--- config.mk ---
export PLATFORM = sky130hd
export DESIGN_NAME = running_median_airvent_detect_core
export DESIGN_NICKNAME = d
export VERILOG_FILES = /design/src/sv/rmad_pkg.sv /design/src/sv/running_median_airvent_detect_core.sv /design/src/sv/rmad_ram.sv
export SDC_FILE = /design/constraint.sdc
export NUM_CORES = 1
export LEC_CHECK = 0
export BUFFER_PORTS_ARGS = -buffer_cell sky130_fd_sc_hd__buf_2
export CORE_ASPECT_RATIO = 2
export CORE_MARGIN = 1.5
export CORE_UTILIZATION = 53
export CTS_CLUSTER_DIAMETER = 60
export CTS_CLUSTER_SIZE = 14
export DETAILED_ROUTE_END_ITERATION = 8
export PLACE_DENSITY = 0.8
export SLEW_MARGIN = 40
export SYNTH_ARGS = -nofsm -noshare
export SYNTH_HDL_FRONTEND = slang
export SYNTH_SLANG_ARGS = --single-unit
--- constraint.sdc ---
create_clock -name clk -period 7.44 [get_ports clk]
set_clock_uncertainty 0.2 [all_clocks]
set_input_delay 0.744 -clock clk [delete_from_list [all_inputs] [get_ports clk]]
set_output_delay 0.744 -clock clk [all_outputs]
set_load 0.1 [all_outputs]
--- src/sv/rmad_pkg.sv ---
// Package with the word types, constants and sequencer states of the running median core.
package rmad_pkg;

  localparam int unsigned DataW = 24;
  localparam int unsigned SeqW  = 32;

  localparam logic [DataW:0]  AIRVENT_NEAR = (DataW + 1)'(10);
  localparam logic [SeqW-1:0] SEQ_STEP     = SeqW'(1);

  typedef struct packed {
    logic [DataW-1:0] delta_release;
    logic [DataW-1:0] asserted_time;
    logic [SeqW-1:0]  tick_count;
  } in_word_t;

  typedef struct packed {
    logic             median_valid;
    logic [DataW-1:0] median_release;
    logic             top_is_airvent;
  } out_word_t;

  typedef enum logic [2:0] {
    ST_IDLE,
    ST_DIFF,
    ST_FLAG,
    ST_FETCH,
    ST_PIVOT,
    ST_SCAN,
    ST_DONE
  } seq_state_t;

endpackage

--- src/sv/running_median_airvent_detect_core.sv ---
// Top level of the running median filter with air-valve detection.
//
// The block takes one word on the in_ channel per wheel-sensor tick and
// returns exactly one word on the out_ channel for it. Both channels use
// valid and ready. The release intervals of the last RING_DEPTH ticks are
// kept in a small RAM; a break in the tick count empties the ring.
// Until the ring is full, the result carries median_valid low and zeros.
// Once full, the median is found by a less-than and a less-or-equal
// comparator that, for each stored entry in turn, count the entries below
// and up to it, reading the RAM one entry per cycle. At most RING_DEPTH
// entries are tried, each by a fetch, a pivot load and a scan of the ring;
// with a full ring a word passes the difference and flag steps, then this
// search, and in_ready rises again once its result enters the output
// register. Before the ring is full a word skips these steps and goes
// straight to the output step; in_ready is low while an item is at work.
// The result waits in an output register, so a stalled receiver holds
// only that word; the next item is accepted meanwhile and its result
// waits for the register to empty. Synchronous active-low reset empties
// the ring and the output register; there is no clearing pass.
module running_median_airvent_detect_core
  import rmad_pkg::*;
#(
  parameter int unsigned RING_DEPTH = 8
) (
  input  logic      clk,
  input  logic      rst_n,
  input  logic      in_valid,
  output logic      in_ready,
  input  in_word_t  in_data,
  output logic      out_valid,
  input  logic      out_ready,
  output out_word_t out_data
);

  localparam int unsigned AW = (RING_DEPTH > 1) ? $clog2(RING_DEPTH) : 1;
  localparam int unsigned CW = $clog2(RING_DEPTH + 1);
  localparam logic [AW-1:0] LAST = AW'(RING_DEPTH - 1);
  localparam logic [CW-1:0] RANK = CW'(RING_DEPTH / 2);

  seq_state_t state_r, state_nxt;
  logic [AW-1:0] slot_r, slot_nxt;
  logic          full_r, full_nxt;
  logic [AW-1:0] idx_i_r, idx_i_nxt;
  logic [AW-1:0] idx_j_r, idx_j_nxt;
  logic [CW-1:0] below_r, below_nxt;
  logic [CW-1:0] upto_r, upto_nxt;
  logic          out_valid_r, out_valid_nxt;
  out_word_t     out_data_r, out_data_nxt;

  logic [SeqW-1:0]  last_seq_r, last_seq_nxt;
  logic [DataW-1:0] rel1_r, rel2_r, rel3_r, rel1_nxt, rel2_nxt, rel3_nxt;
  logic [DataW-1:0] asr1_r, asr2_r, asr1_nxt, asr2_nxt;
  logic [DataW:0]   diff_r, diff_nxt;
  logic             flag_r, flag_nxt;
  logic [DataW-1:0] pivot_r, pivot_nxt;

  logic             accept;
  logic             seq_break;
  logic [AW-1:0]    slot_eff;
  logic             full_eff;
  logic [AW-1:0]    ram_raddr;
  logic [DataW-1:0] ram_rdata;
  logic [DataW:0]   sum_w;
  logic             lt_w, le_w;

  assign accept   = in_valid && in_ready;
  assign in_ready = (state_r == ST_IDLE);

  assign seq_break = (full_r || (slot_r != '0)) &&
                     ((last_seq_r + SEQ_STEP) != in_data.tick_count);
  assign slot_eff  = seq_break ? '0 : slot_r;
  assign full_eff  = seq_break ? 1'b0 : full_r;

  assign sum_w = {1'b0, rel1_r} + {1'b0, rel2_r};
  assign lt_w  = ram_rdata <  pivot_r;
  assign le_w  = ram_rdata <= pivot_r;

  rmad_ram #(
    .WIDTH(DataW),
    .DEPTH(RING_DEPTH)
  ) u_release_ram (
    .clk  (clk),
    .we   (accept),
    .waddr(slot_eff),
    .wdata(in_data.delta_release),
    .raddr(ram_raddr),
    .rdata(ram_rdata)
  );

  always_comb begin
    state_nxt     = state_r;
    slot_nxt      = slot_r;
    full_nxt      = full_r;
    idx_i_nxt     = idx_i_r;
    idx_j_nxt     = idx_j_r;
    below_nxt     = below_r;
    upto_nxt      = upto_r;
    out_valid_nxt = out_valid_r && !out_ready;
    out_data_nxt  = out_data_r;
    last_seq_nxt  = last_seq_r;
    rel1_nxt      = rel1_r;
    rel2_nxt      = rel2_r;
    rel3_nxt      = rel3_r;
    asr1_nxt      = asr1_r;
    asr2_nxt      = asr2_r;
    diff_nxt      = diff_r;
    flag_nxt      = flag_r;
    pivot_nxt     = pivot_r;
    ram_raddr     = idx_i_r;

    unique case (state_r)
      ST_IDLE: begin
        if (in_valid) begin
          slot_nxt     = (slot_eff == LAST) ? '0 : slot_eff + AW'(1);
          full_nxt     = full_eff || (slot_eff == LAST);
          last_seq_nxt = in_data.tick_count;
          rel1_nxt     = in_data.delta_release;
          rel2_nxt     = rel1_r;
          rel3_nxt     = rel2_r;
          asr1_nxt     = in_data.asserted_time;
          asr2_nxt     = asr1_r;
          state_nxt    = (full_eff || (slot_eff == LAST)) ? ST_DIFF : ST_DONE;
        end
      end
      ST_DIFF: begin
        diff_nxt  = (sum_w >= {1'b0, rel3_r}) ? sum_w - {1'b0, rel3_r}
                                              : {1'b0, rel3_r} - sum_w;
        idx_i_nxt = '0;
        state_nxt = ST_FLAG;
      end
      ST_FLAG: begin
        flag_nxt  = (diff_r < AIRVENT_NEAR) ||
                    (({2'b00, rel3_r} >= {diff_r, 1'b0}) &&
                     ({1'b0, asr2_r} > {asr1_r, 1'b0}));
        state_nxt = ST_FETCH;
      end
      ST_FETCH: begin
        ram_raddr = idx_i_r;
        state_nxt = ST_PIVOT;
      end
      ST_PIVOT: begin
        pivot_nxt = ram_rdata;
        ram_raddr = '0;
        idx_j_nxt = '0;
        below_nxt = '0;
        upto_nxt  = '0;
        state_nxt = ST_SCAN;
      end
      ST_SCAN: begin
        ram_raddr = (idx_j_r == LAST) ? '0 : idx_j_r + AW'(1);
        below_nxt = below_r + CW'(lt_w);
        upto_nxt  = upto_r + CW'(le_w);
        idx_j_nxt = idx_j_r + AW'(1);
        if (idx_j_r == LAST) begin
          if ((below_nxt <= RANK) && (RANK < upto_nxt)) begin
            state_nxt = ST_DONE;
          end else begin
            idx_i_nxt = (idx_i_r == LAST) ? '0 : idx_i_r + AW'(1);
            state_nxt = ST_FETCH;
          end
        end
      end
      ST_DONE: begin
        if (!out_valid_r || out_ready) begin
          out_valid_nxt               = 1'b1;
          out_data_nxt.median_valid   = full_r;
          out_data_nxt.median_release = full_r ? pivot_r : '0;
          out_data_nxt.top_is_airvent = full_r && flag_r;
          state_nxt                   = ST_IDLE;
        end
      end
      default: begin
        state_nxt = ST_IDLE;
      end
    endcase
  end

  always_ff @(posedge clk) begin
    if (!rst_n) begin
      state_r     <= ST_IDLE;
      slot_r      <= '0;
      full_r      <= 1'b0;
      idx_i_r     <= '0;
      idx_j_r     <= '0;
      below_r     <= '0;
      upto_r      <= '0;
      out_valid_r <= 1'b0;
    end else begin
      state_r     <= state_nxt;
      slot_r      <= slot_nxt;
      full_r      <= full_nxt;
      idx_i_r     <= idx_i_nxt;
      idx_j_r     <= idx_j_nxt;
      below_r     <= below_nxt;
      upto_r      <= upto_nxt;
      out_valid_r <= out_valid_nxt;
    end
  end

  always_ff @(posedge clk) begin
    out_data_r <= out_data_nxt;
    last_seq_r <= last_seq_nxt;
    rel1_r     <= rel1_nxt;
    rel2_r     <= rel2_nxt;
    rel3_r     <= rel3_nxt;
    asr1_r     <= asr1_nxt;
    asr2_r     <= asr2_nxt;
    diff_r     <= diff_nxt;
    flag_r     <= flag_nxt;
    pivot_r    <= pivot_nxt;
  end

  assign out_valid = out_valid_r;
  assign out_data  = out_data_r;

`ifndef SYNTH
  a_slot_range: assert property (@(posedge clk) disable iff (!rst_n)
    slot_r <= LAST)
    else $error("write slot beyond the ring");

  a_busy_after_accept: assert property (@(posedge clk) disable iff (!rst_n)
    accept |=> (state_r != ST_IDLE))
    else $error("sequencer idle straight after an accepted word");

  a_counts_ordered: assert property (@(posedge clk) disable iff (!rst_n)
    (state_r == ST_SCAN) |-> (below_r <= upto_r))
    else $error("below count exceeds up-to count");

  a_empty_result: assert property (@(posedge clk) disable iff (!rst_n)
    (out_valid_r && !out_data_r.median_valid) |->
      ((out_data_r.median_release == '0) && !out_data_r.top_is_airvent))
    else $error("result fields set while the ring is not full");

  a_median_needs_full: assert property (@(posedge clk) disable iff (!rst_n)
    (state_r == ST_FETCH) |-> full_r)
    else $error("median search started on a ring that is not full");
`endif

endmodule

--- src/sv/rmad_ram.sv ---
// Generic single-port-write, single-port-read RAM with a registered read.
module rmad_ram #(
  parameter int unsigned WIDTH = 24,
  parameter int unsigned DEPTH = 8
) (
  input  logic                                  clk,
  input  logic                                  we,
  input  logic [(DEPTH > 1 ? $clog2(DEPTH) : 1)-1:0] waddr,
  input  logic [WIDTH-1:0]                      wdata,
  input  logic [(DEPTH > 1 ? $clog2(DEPTH) : 1)-1:0] raddr,
  output logic [WIDTH-1:0]                      rdata
);

  logic [WIDTH-1:0] mem_r [DEPTH];
  logic [WIDTH-1:0] rdata_r;

  always_ff @(posedge clk) begin
    if (we) begin
      mem_r[waddr] <= wdata;
    end
    rdata_r <= mem_r[raddr];
  end

  assign rdata = rdata_r;

endmodule
Yosys cells after proc, flatten, opt, wreduce, memory -nomap -nowiden
Memories as Yosys holds them, arrays and structs flattened. A register that Yosys moved wholly into a read port is not among the register bits.
Cells that the tools add are included.

cells by class
  $add $sub $neg = 9
  $lt $le $gt $ge = 8
  equal/unequal tests = 14
  muxes and demuxes = 23
  reduce and logical (&&, ||, !) cells = 20

operators with widths
  kind                                                          number
  two-way mux 3 bit                                             11
  adder 32 x 1 -> 32 bit (second input constant)                1
  != test 32 bit                                                1
  greater-or-equal comparator 24 x 26 -> 1 bit                  1
  adder 24 x 24 -> 25 bit                                       1
  greater-or-equal comparator 25 x 24 -> 1 bit                  1
  > comparator 24 x 25 -> 1 bit                                 1
  less-than comparator 25 x 4 -> 1 bit (second input constant)  1
  two-way mux 25 bit                                            1
  subtractor 24 x 25 -> 25 bit                                  1
  subtractor 25 x 24 -> 25 bit                                  1
  less-or-equal comparator 24 bit                               1
  less-than comparator 24 bit                                   1
  one-hot mux 3 bit (7 select lines)                            1
  equality test 3 bit (second input constant)                   6
  one-hot mux 3 bit (2 select lines)                            3
  one-hot mux 4 bit (2 select lines)                            2
  adder 3 x 1 -> 3 bit (second input constant)                  3
  adder 4 x 1 -> 4 bit                                          2
  != test 2 bit (second input constant)                         4
  equality test 3 x 2 -> 1 bit (second input constant)          2
  logical AND 1 bit                                             6
  AND reduction 3 bit                                           2
  two-way mux 1 bit                                             5
  other kinds (9)                                               15

storage, ports and cells
  register bits after elaboration = 250
  bits in writable memories = 192
  input port bits = 84
  output and inout port bits = 28
  logic and storage cells = 95
  memories = 1

memory list
  memory               words  width  rd ports  clocked after Yosys merged registers in  write ports  line            text
  u_release_ram.mem_r  8      24     1         1                                        1            rmad_ram.sv:14  logic [WIDTH-1:0] mem_r [DEPTH];

Longest topological paths before layout
  depth in word-level cells = 9
  mapped depth = 22
  mapped depth without buffers = 20

By module
Synthesis repeated with hierarchy kept, for this count alone.

unflattened totals
  cells, all modules = 1688
  area total of the unflattened synthesis = 22750.6 µm²

by module, submodules not included
  module                              instances  cells each  area each (µm²)
  running_median_airvent_detect_core  1          1374        14953.1
  rmad_ram                            1          314         7797.5

Least setup slack after synthesis
No wires, ideal clock.

  kind = flip-flop to flip-flop
  start point = reg state_r[2]
  end point = reg slot_r[0]
  arrival = 6498 ps
  required time = 7117 ps
  path slack = 620 ps
  cell stages (with the launch flop) = 7
  path buffers = 1
  cells stage by stage = dfxtp_1 > clkbuf_1 > nor3_1 > nand2_1 > inv_1 > o21ai_0 > a31oi_1

on the way
  longest elaborated chain between the ends = 2

ends and longest elaborated chain
  element                        line                                       text
  start, declared                running_median_airvent_detect_core.sv:40   seq_state_t state_r, state_nxt;
  start signal, assigned         running_median_airvent_detect_core.sv:189  state_r <= state_nxt;
  logical NOT 3 bit              --
  via in_ready                   running_median_airvent_detect_core.sv:28   output logic in_ready,
  AND reduction 2 bit (no line)  --
  end signal, assigned           running_median_airvent_detect_core.sv:190  slot_r <= slot_nxt;
  end, declared                  running_median_airvent_detect_core.sv:41   logic [AW-1:0] slot_r, slot_nxt;

The timed path passes the listed nets, and every way through them passes these cells.
A chain may end at the register's enable or synchronous reset.

Final worst setup path
  start point = reg rel1_r[0]
  end point = reg diff_r[10] (data pin)

on the way
  longest elaborated chain between the ends = 3

ends and longest elaborated chain
  element                                                     line                                       text
  start, declared                                             running_median_airvent_detect_core.sv:51   logic [DataW-1:0] rel1_r, rel2_r, rel3_r, rel1_nxt, rel2_nxt, rel3_nxt;
  start signal, assigned                                      running_median_airvent_detect_core.sv:203  rel1_r <= rel1_nxt;
  adder 24 x 24 -> 25 bit *                                   running_median_airvent_detect_core.sv:74   assign sum_w = {1'b0, rel1_r} + {1'b0, rel2_r};
  subtractor 24 x 25 -> 25 bit, or another cell as far along  running_median_airvent_detect_core.sv:127  : {1'b0, rel3_r} - sum_w;
  two-way mux 25 bit *                                        running_median_airvent_detect_core.sv:126  diff_nxt = (sum_w >= {1'b0, rel3_r}) ? sum_w - {1'b0, rel3_r}
  end signal, assigned                                        running_median_airvent_detect_core.sv:208  diff_r <= diff_nxt;
  end, declared                                               running_median_airvent_detect_core.sv:53   logic [DataW:0] diff_r, diff_nxt;

Mark *: on every way between the ends. The rest lies on a longest branch, timed or not.

==> flow_summary_export.csv <==
group,metric,value,unit
status,status,"completed",
clocking,cts_made_buffers,41,
routing,num_vias,15700,
sta,worst_pin_slew,0.868,ns
clocking,clock_path_buffers,3,
clocking,clock_latency,0.56,ns
global_routing,antenna_found_initial,5,
routing,drt_iter0_drc,1091,
yosys,yosysSeqAreaShare,59.0,%
min_path,hold_class,"input port to flop",
clocking,h-tree-depth,2,
routing,finalWirelength,53.3,mm
critical_path,cp_slowest_cell,"buf_4",
routing,via_per_inst,5.88,
yosys,synth_cell_types,78,
sta,finalMaxSlewViolations,0,
place,dp_hpwl,37.6,mm
power,p_sw,0.00335,W
place,pre_cts_slack,1.61,ns
critical_path,max_stage_delay,0.41,ns
routing,drt-pass1-iter-count,5,
yosys,synthTopCellsByArea,"edfxtp_1, ha_1, nand2_1",
min_path,hold-path-cell-count,1,
global_routing,grt_usage,23.8,%
power,power.density,358,nW/um^2
yosys,ys.flop_type,"edfxtp_1",
sta,setup_violations,0,
sta,rsz0062_at_grt,"false",
floorplan,start_util,53.7,%
routing,ant_nets,0,
critical_path,path_buf_inv,2,
yosys,synthArstFlopShare,0,%
flow_run,drv_cap,0,
global_routing,grt_pass1_vias,16300,
clocking,cts_tree,"built",
critical_path,cp_cell_sequence,"ha_1 -> inv_1 -> fa_1 -> nand2b_1 -> a21oi_1 -> o21ai_0 -> o21a_1 -> a21boi_0 -> a21o_1 -> a21oi_1 -> xnor2_1 -> ha_1 -> and2_1 -> nand3_1 -> o221ai_1 -> or3_1 -> o211ai_1 -> nor4bb_4 -> buf_4 -> mux2i_1 -> xor2_1",
routing,drc_errors,0,
floorplan,die_w,150,um
global_routing,grtUsageMet2,45.4,%
power,power_leakage,10.1,nW
power,power_frac_comb,38.4,%
floorplan,core_area,42700,um^2
clocking,ctsResizeCount,0,
yosys,syn_inst,1987,
critical_path,rr_startpoint,"rel1_r[0]$_DFFE_PP_",
critical_path,crit_required,7.54,ns
floorplan,rows,107,
cells_and_area,area_growth,10.8,%
global_routing,grt-busiest-layer,"met2",
yosys,yosysTopAreaCellShare,55.0,%
critical_path,ff2ff_path_depth,21,
floorplan,ios,112,
yosys,ys_ff_latch,466,
clocking,cts_setup_buffers,0,
routing,wl_per_cell,19.9,um
power,vdd_drop_max,252,uV
global_routing,grt_pass1_wl,82.3,mm
yosys,netlist_area,22900,um^2
critical_path,critical_path_class,"flop to flop",
critical_path,path_delay_family,"compound AO/OA/AOI/OAI gates",
clocking,ctsRootBufferMaster,"clkbuf_16",
global_routing,grt_overflow,0,
sta,finalCritPeriodShare,78.8,%
power,power.share.clock,21.8,%
yosys,synth_nets,2227,
sta,setup_slack,1.58,ns
sta,fmax,171,MHz
critical_path,crit_path_start,"rel1_r[0]$_DFFE_PP_",
sta,finalCriticalPeriod,5.86,ns
power,p_int,0.00576,W
floorplan,die_area,44600,um^2
floorplan,die_h,297,um
place,port_buffers,111,
yosys,yosys_warnings,0,
yosys,avgSynthCellArea,11.5,um^2
sta,slew_headroom,41.6,%
global_routing,met1_usage,23.5,%
sta,finalSetupTns,0,ns
place,gp_congestion,0.954,
cells_and_area,drive_gt1_share,10.6,%
critical_path,crit_path_end_kind,"flop",
critical_path,arrival,5.96,ns
cells_and_area,fin_nets,2337,
yosys,yosysTopAreaCell,"edfxtp_1",
cells_and_area,fin_util,59.5,%
clocking,hold_buffers,0,
critical_path,crit_path_max_fanout,24,
min_path,hold_start,"in_data[43]",
global_routing,grt_max_degree,100,
yosys,synth_edf_count,420,
clocking,clk_pin_slew,0.07,ns
critical_path,crit_cells,21,
clocking,clock-sinks,466,
global_routing,grt_util_met3,2.98,%
critical_path,start_kind,"flop",
sta,hold_viol,0,
power,seq_power_share,39.8,%
power,switching_share,36.7,%
## area by class of cell
cell class | instances | area (um^2)
antenna | 4 | 10.0
clock buffer | 63 | 1120
clock inverter | 8 | 68.8
fill | 3289 | 17300
inverter | 146 | 556
multi-input combinational | 1312 | 8740
sequential | 466 | 13500
tap | 545 | 682
timing repair buffer | 130 | 722
## final timing paths
check / slack [ns] / end
worst max-delay path: 1.58 / diff_r[10]$_DFFE_PP_
worst min-delay path: 0.16 / asr1_r[11]$_DFFE_PP_
worst max register to register: 1.58 / diff_r[10]$_DFFE_PP_
worst min register to register: 0.24 / pivot_r[7]$_DFFE_PP_
## sequential cells by signal (all words and copies together) (netlist names), 25 cells and up
| signal | count |
|---|---|
| last_seq_r | 32 |
| u_release_ram.mem_r | 192 |
| diff_r | 25 |
| out_data | 26 |
## per-stage QoR
step,area (um^2),total power [W],hold WS [ns],cells
2_1_floorplan,22900,0.00621,0.208,1987
3_3_place_gp,24200,0.00698,0.218,2598
3_5_place_dp,24200,0.00714,0.220,2599
4_1_cts,25400,0.00911,0.143,2670
5_1_grt,25400,0.00961,0.149,2674
6_report,25400,0.00911,0.161,2674
## placed cells by master, fill, tap and decap left out, types with 7 or more instances in the layout
master | Yosys | routed
buf_2 | 2 | 111
nand3b_1 | 7 | 7
a31oi_1 | 9 | 9
nor3_1 | 20 | 20
nand3_1 | 153 | 153
inv_1 | 145 | 144
xnor2_1 | 49 | 49
a21boi_0 | 12 | 12
o21ai_0 | 73 | 71
a221o_1 | 8 | 8
nand4_1 | 34 | 34
buf_4 | 0 | 17
nor2b_1 | 20 | 19
and2_1 | 9 | 9
and3_1 | 14 | 14
nor2_1 | 76 | 74
clkbuf_16 | 0 | 41
mux2i_1 | 25 | 25
a21oi_1 | 80 | 79
xor2_1 | 35 | 35
o21a_1 | 23 | 23
nor4_2 | 0 | 8
a21o_1 | 60 | 60
clkbuf_1 | 56 | 21
nand2_1 | 291 | 291
nor4_1 | 25 | 17
ha_1 | 153 | 153
edfxtp_1 | 420 | 420
nand2b_1 | 14 | 14
or2_2 | 9 | 9
dfxtp_1 | 46 | 46
o211ai_1 | 11 | 11
## power by group through the flow
stage          combinational (W)  clock, W  sequential, W
2_1_floorplan            0.00246         0        0.00375
3_3_place_gp             0.00332         0        0.00366
3_5_place_dp             0.00346         0        0.00368
4_1_cts                  0.00348   0.00201        0.00362
5_1_grt                  0.00385   0.00210        0.00366
6_report                 0.00350   0.00198        0.00362
## synth_stat cells (23+ instances only)
cell      count
xor2_1       35
nor2_1       76
nand4_1      34
clkbuf_1     56
o21ai_0      73
mux2i_1      25
xnor2_1      49
a21o_1       60
inv_1       145
o21a_1       23
dfxtp_1      46
nand3_1     153
ha_1        153
edfxtp_1    420
nor4_1       25
a21oi_1      80
nand2_1     291
## routing by layer
metal,part of all wire (%),up-vias
met5,0.013,-
met1,34,7541
met2,55,551
met3,5.2,161
met4,5.9,2
li1,-,7455
## cells by family (layout without fill, tap and decap cells)
kind of cell             count (synthesis)  count (layout)  synth area share (%)
buffers and inverters                  209             347                  3.46
other                                    0               4                     0
XOR/XNOR                                84              84                  3.21
adder cells (fa/ha/maj)                156             156                  8.61
multiplexers                            28              28                  1.24
flip-flops                             466             466                  59.0
AND/OR/NAND/NOR                        710             710                  15.0
AO/OA/AOI/OAI                          334             334                  9.53
No activity file was read; power rests on OpenSTA's default activity.
